### src/rtl/core/aemanf_ram.sv
// Generic single-clock RAM, one write port and one read port, registered read.
// Self-contained; a read of the address being written returns the old contents.

module aemanf_ram #(
   parameter int  WIDTH  = 8,
   parameter int  DEPTH  = 16,
   localparam int ADDR_W = $clog2(DEPTH)
) (
   input  logic              clock,
   input  logic              wr_en,
   input  logic [ADDR_W-1:0] wr_addr,
   input  logic [WIDTH-1:0]  wr_data,
   input  logic              rd_en,
   input  logic [ADDR_W-1:0] rd_addr,
   output logic [WIDTH-1:0]  rd_data_ff
);

   logic [WIDTH-1:0] mem_ff [0:DEPTH-1];

   always_ff @(posedge clock) begin
      if (wr_en) begin
         mem_ff[wr_addr] <= wr_data;
      end
      if (rd_en) begin
         rd_data_ff <= mem_ff[rd_addr];
      end
   end

endmodule

### config.mk
export PLATFORM = sky130hd
export DESIGN_NAME = aemanf_ram
export DESIGN_NICKNAME = d
export VERILOG_FILES = /design/src/rtl/core/aemanf_ram.sv
export SDC_FILE = /design/constraint.sdc
export NUM_CORES = 1
export LEC_CHECK = 0
export CAP_MARGIN = 10
export CORE_MARGIN = 2
export CORE_UTILIZATION = 40
export DETAILED_ROUTE_END_ITERATION = 10
export DONT_BUFFER_PORTS = 1
export PLACE_DENSITY_LB_ADDON = 0.25
export SLEW_MARGIN = 25
export SYNTH_ARGS = -nofsm -noshare
export SYNTH_HDL_FRONTEND = slang
export SYNTH_SLANG_ARGS = --single-unit
### constraint.sdc
create_clock -name clock -period 1.6 [get_ports clock]
set_input_delay 0.08 -clock clock [delete_from_list [all_inputs] [get_ports clock]]
set_output_delay 0.08 -clock clock [all_outputs]
set_load 0.02 [all_outputs]
==> flow_summary.json <==
{
  "power_density_nw_per_um2": 1292,
  "grt_usage_pct": 15.93,
  "slew_headroom_pct": 58.48,
  "synth-seq-area-share_pct": 78.12,
  "clock_latency_ns": 0.41,
  "cts.clk_slew.worst_paths_ns": 0.06,
  "num_rows": 41,
  "dr.pass1.iters": 6,
  "wl_per_cell_um": 22.98,
  "antenna_found_initial": 0,
  "dr_total_vias": 2391,
  "max_freq_mhz": 679.9,
  "post_dp_cell_area_sq_um": 5492,
  "syn_inst": 229,
  "setup_slack_ns": 0.1292,
  "status": "finished clean",
  "gr-total-overflow": 0,
  "grt_pass1_vias": 2476,
  "min_period_ns": 1.471,
  "cts_hold_buf": 9,
  "cts_tree": "yes",
  "start_kind": "flop",
  "synth_top_area_share_pct": 78.12,
  "hp-class": "in2reg",
  "core_sq_um": 12670,
  "rsz0062_at_grt": "false",
  "antenna_cells": 0,
  "clock_skew_ns": 0.007764,
  "cts.sinks": 136,
  "yosysTopAreaCell": "edfxtp_1",
  "fin_area_sq_um": 6138,
  "max_cap_violations": 0,
  "peakVddDrop_mv": 0.6879,
  "yosys-top-cells-area": "edfxtp_1 (78%), mux4_2 (7.8%), mux4_1 (7.0%), a22oi_1 (2.3%), nor2_1 (0.93%)",
  "final_core_util_pct": 48.44,
  "fin_nets": 284,
  "setup-tns-final_ns": 0,
  "synth_cell_types": 18,
  "hold_viol": 0,
  "dp_slack_ns": 0.1093,
  "gp_congestion": 0.7308,
  "synthToLayoutAreaGrowth_pct": 17.42,
  "grt_pass1_wl_mm": 15.61,
  "drt_iter0_markers": 222,
  "drv_slew": 0,
  "vias_per_cell": 5.313,
  "worst-path-max-fanout": 1,
  "endpoint_kind": "flop",
  "worstMarginPinSlew_ns": 0.6208,
  "hpwl_mm": 6.191,
  "num_io_pins": 27,
  "cts_setup_buffers": 0,
  "critPathKind": "reg2reg",
  "yosysWarnings": 0,
  "ctsRootBufferMaster": "clkbuf_16",
  "die_h_um": 118.3,
  "leakagePower_nw": 1.993,
  "setup_viol": 0,
  "ant_nets": 0,
  "remaining_drc_errors": 0,
  "cp.required_ns": 1.75,
  "nFillCells": 1048,
  "post-route-period-util_pct": 91.93,
  "floorplan.initialDensity_pct": 41.26,
  "synth-seq-cells": 136,
  "clockBufferDepth": 2,
  "cts_made_buffers": 17,
  "synth.avg_cell_area_sq_um": 22.83,
  "htree_levels": 4,
  "crit_arrival_ns": 1.62,
  "die-area_sq_um": 14000,
  "syn_area_sq_um": 5228,
  "syn-num-nets": 248,
  "cts_resized": 0,
  "port-buffer-count": 0,
  "drive_above_1_share_pct": 24.10,
  "die_w_um": 118.3,
  "hold_ws_ns": 0.05784,
  "grt_start_max_net_pins": 33,
  "finalWirelength_mm": 10.34
}
[through the flow]
step	cells	power [mW]
floorplan	229	4.329
global placement	409	4.357
detailed placement	409	4.363
CTS	450	8.005
global route	450	8.192
finish	450	7.931
[worst max-delay path, cell delays in order, from the launching register on]
cell and delay [ns]:
edfxtp_1 0.36, mux4_1 0.51, a22oi_1 0.27, nand2_1 0.08
[final cells by class]
type / instances / area (sq um) / share of cell area, %
tap: 172 / 215.2 / 3.506
clock inverter: 15 / 131.4 / 2.140
sequential: 136 / 4084 / 66.53
clock buffer: 17 / 425.4 / 6.930
timing repair buffer: 27 / 225.2 / 3.669
multi-input combinational: 83 / 1057 / 17.22
[Yosys cell counts]
| master | instances |
|---|---|
| buf_2 | 3 |
| nand2_1 | 9 |
| and2b_1 | 1 |
| nor2_1 | 13 |
| nand2b_1 | 2 |
| nand3_1 | 1 |
| nor3_1 | 4 |
| mux4_2 | 18 |
| edfxtp_1 | 136 |
| nor2b_1 | 1 |
| a22oi_1 | 16 |
| buf_4 | 1 |
| and2_1 | 1 |
| mux4_1 | 14 |
| or3b_2 | 1 |
| nand3b_1 | 2 |
| clkdlybuf4s25_2 | 3 |
| buf_6 | 3 |
[logic make-up (layout without fill, tap and decap cells)]
group / count (synthesis) / count (layout) / share of synthesized area (%)
compound gates: 16 / 16 / 2.298
buf+inv: 10 / 59 / 1.651
flops: 136 / 136 / 78.12
mux: 32 / 32 / 14.79
simple gates: 35 / 35 / 3.136
[metal layers]
| layer | vias to the layer above | part of all wire [%] | global-route usage [%] |
|---|---|---|---|
| li1 | 1051 | - | - |
| met1 | 1273 | 47 | 22.20 |
| met2 | 57 | 47 | 23.52 |
| met3 | 10 | 5.1 | 5.454 |
| met4 | 0 | 0.95 | 5.422 |
| met5 | - | 0 | 0 |
[state kept, by name, indices dropped and copies added (netlist names)]
signal,count
mem_ff,128
rd_data_ff,8
[power by group]
part / total, mW / switching (mW) / internal [mW] / leakage, nW
combinational: 0.286 / 0.148 / 0.138 / 0.504
sequential: 4.06 / 0.0458 / 4.02 / 1.24
clock: 3.58 / 1.45 / 2.13 / 0.253
[placed cells by master (no fill, tap or decap), drive strengths merged, types with 6 or more instances in the layout]
| master | Yosys | layout |
|---|---|---|
| a22oi | 16 | 16 |
| buf | 7 | 18 |
| clkbuf | 0 | 17 |
| clkinv | 0 | 7 |
| clkinvlp | 0 | 6 |
| dlygate4sd3 | 0 | 9 |
| edfxtp | 136 | 136 |
| mux4 | 32 | 32 |
| nand2 | 9 | 9 |
| nor2 | 13 | 13 |
[path summary, 6_finish.rpt]
| check | from | to | slack [ns] | cells after the start |
|---|---|---|---|---|
| max | mem_ff[9][2]$_DFFE_PP_ | rd_data_ff[2]$_DFFE_PP_ | 0.13 | 3 |
| min | wr_addr[0] | mem_ff[4][4]$_DFFE_PP_ | 0.06 | 2 |
| max reg2reg | mem_ff[9][2]$_DFFE_PP_ | rd_data_ff[2]$_DFFE_PP_ | 0.13 | 3 |
| min reg2reg | mem_ff[13][7]$_DFFE_PP_ | rd_data_ff[7]$_DFFE_PP_ | 0.77 | 3 |
(Power assumes the default switching activity.)
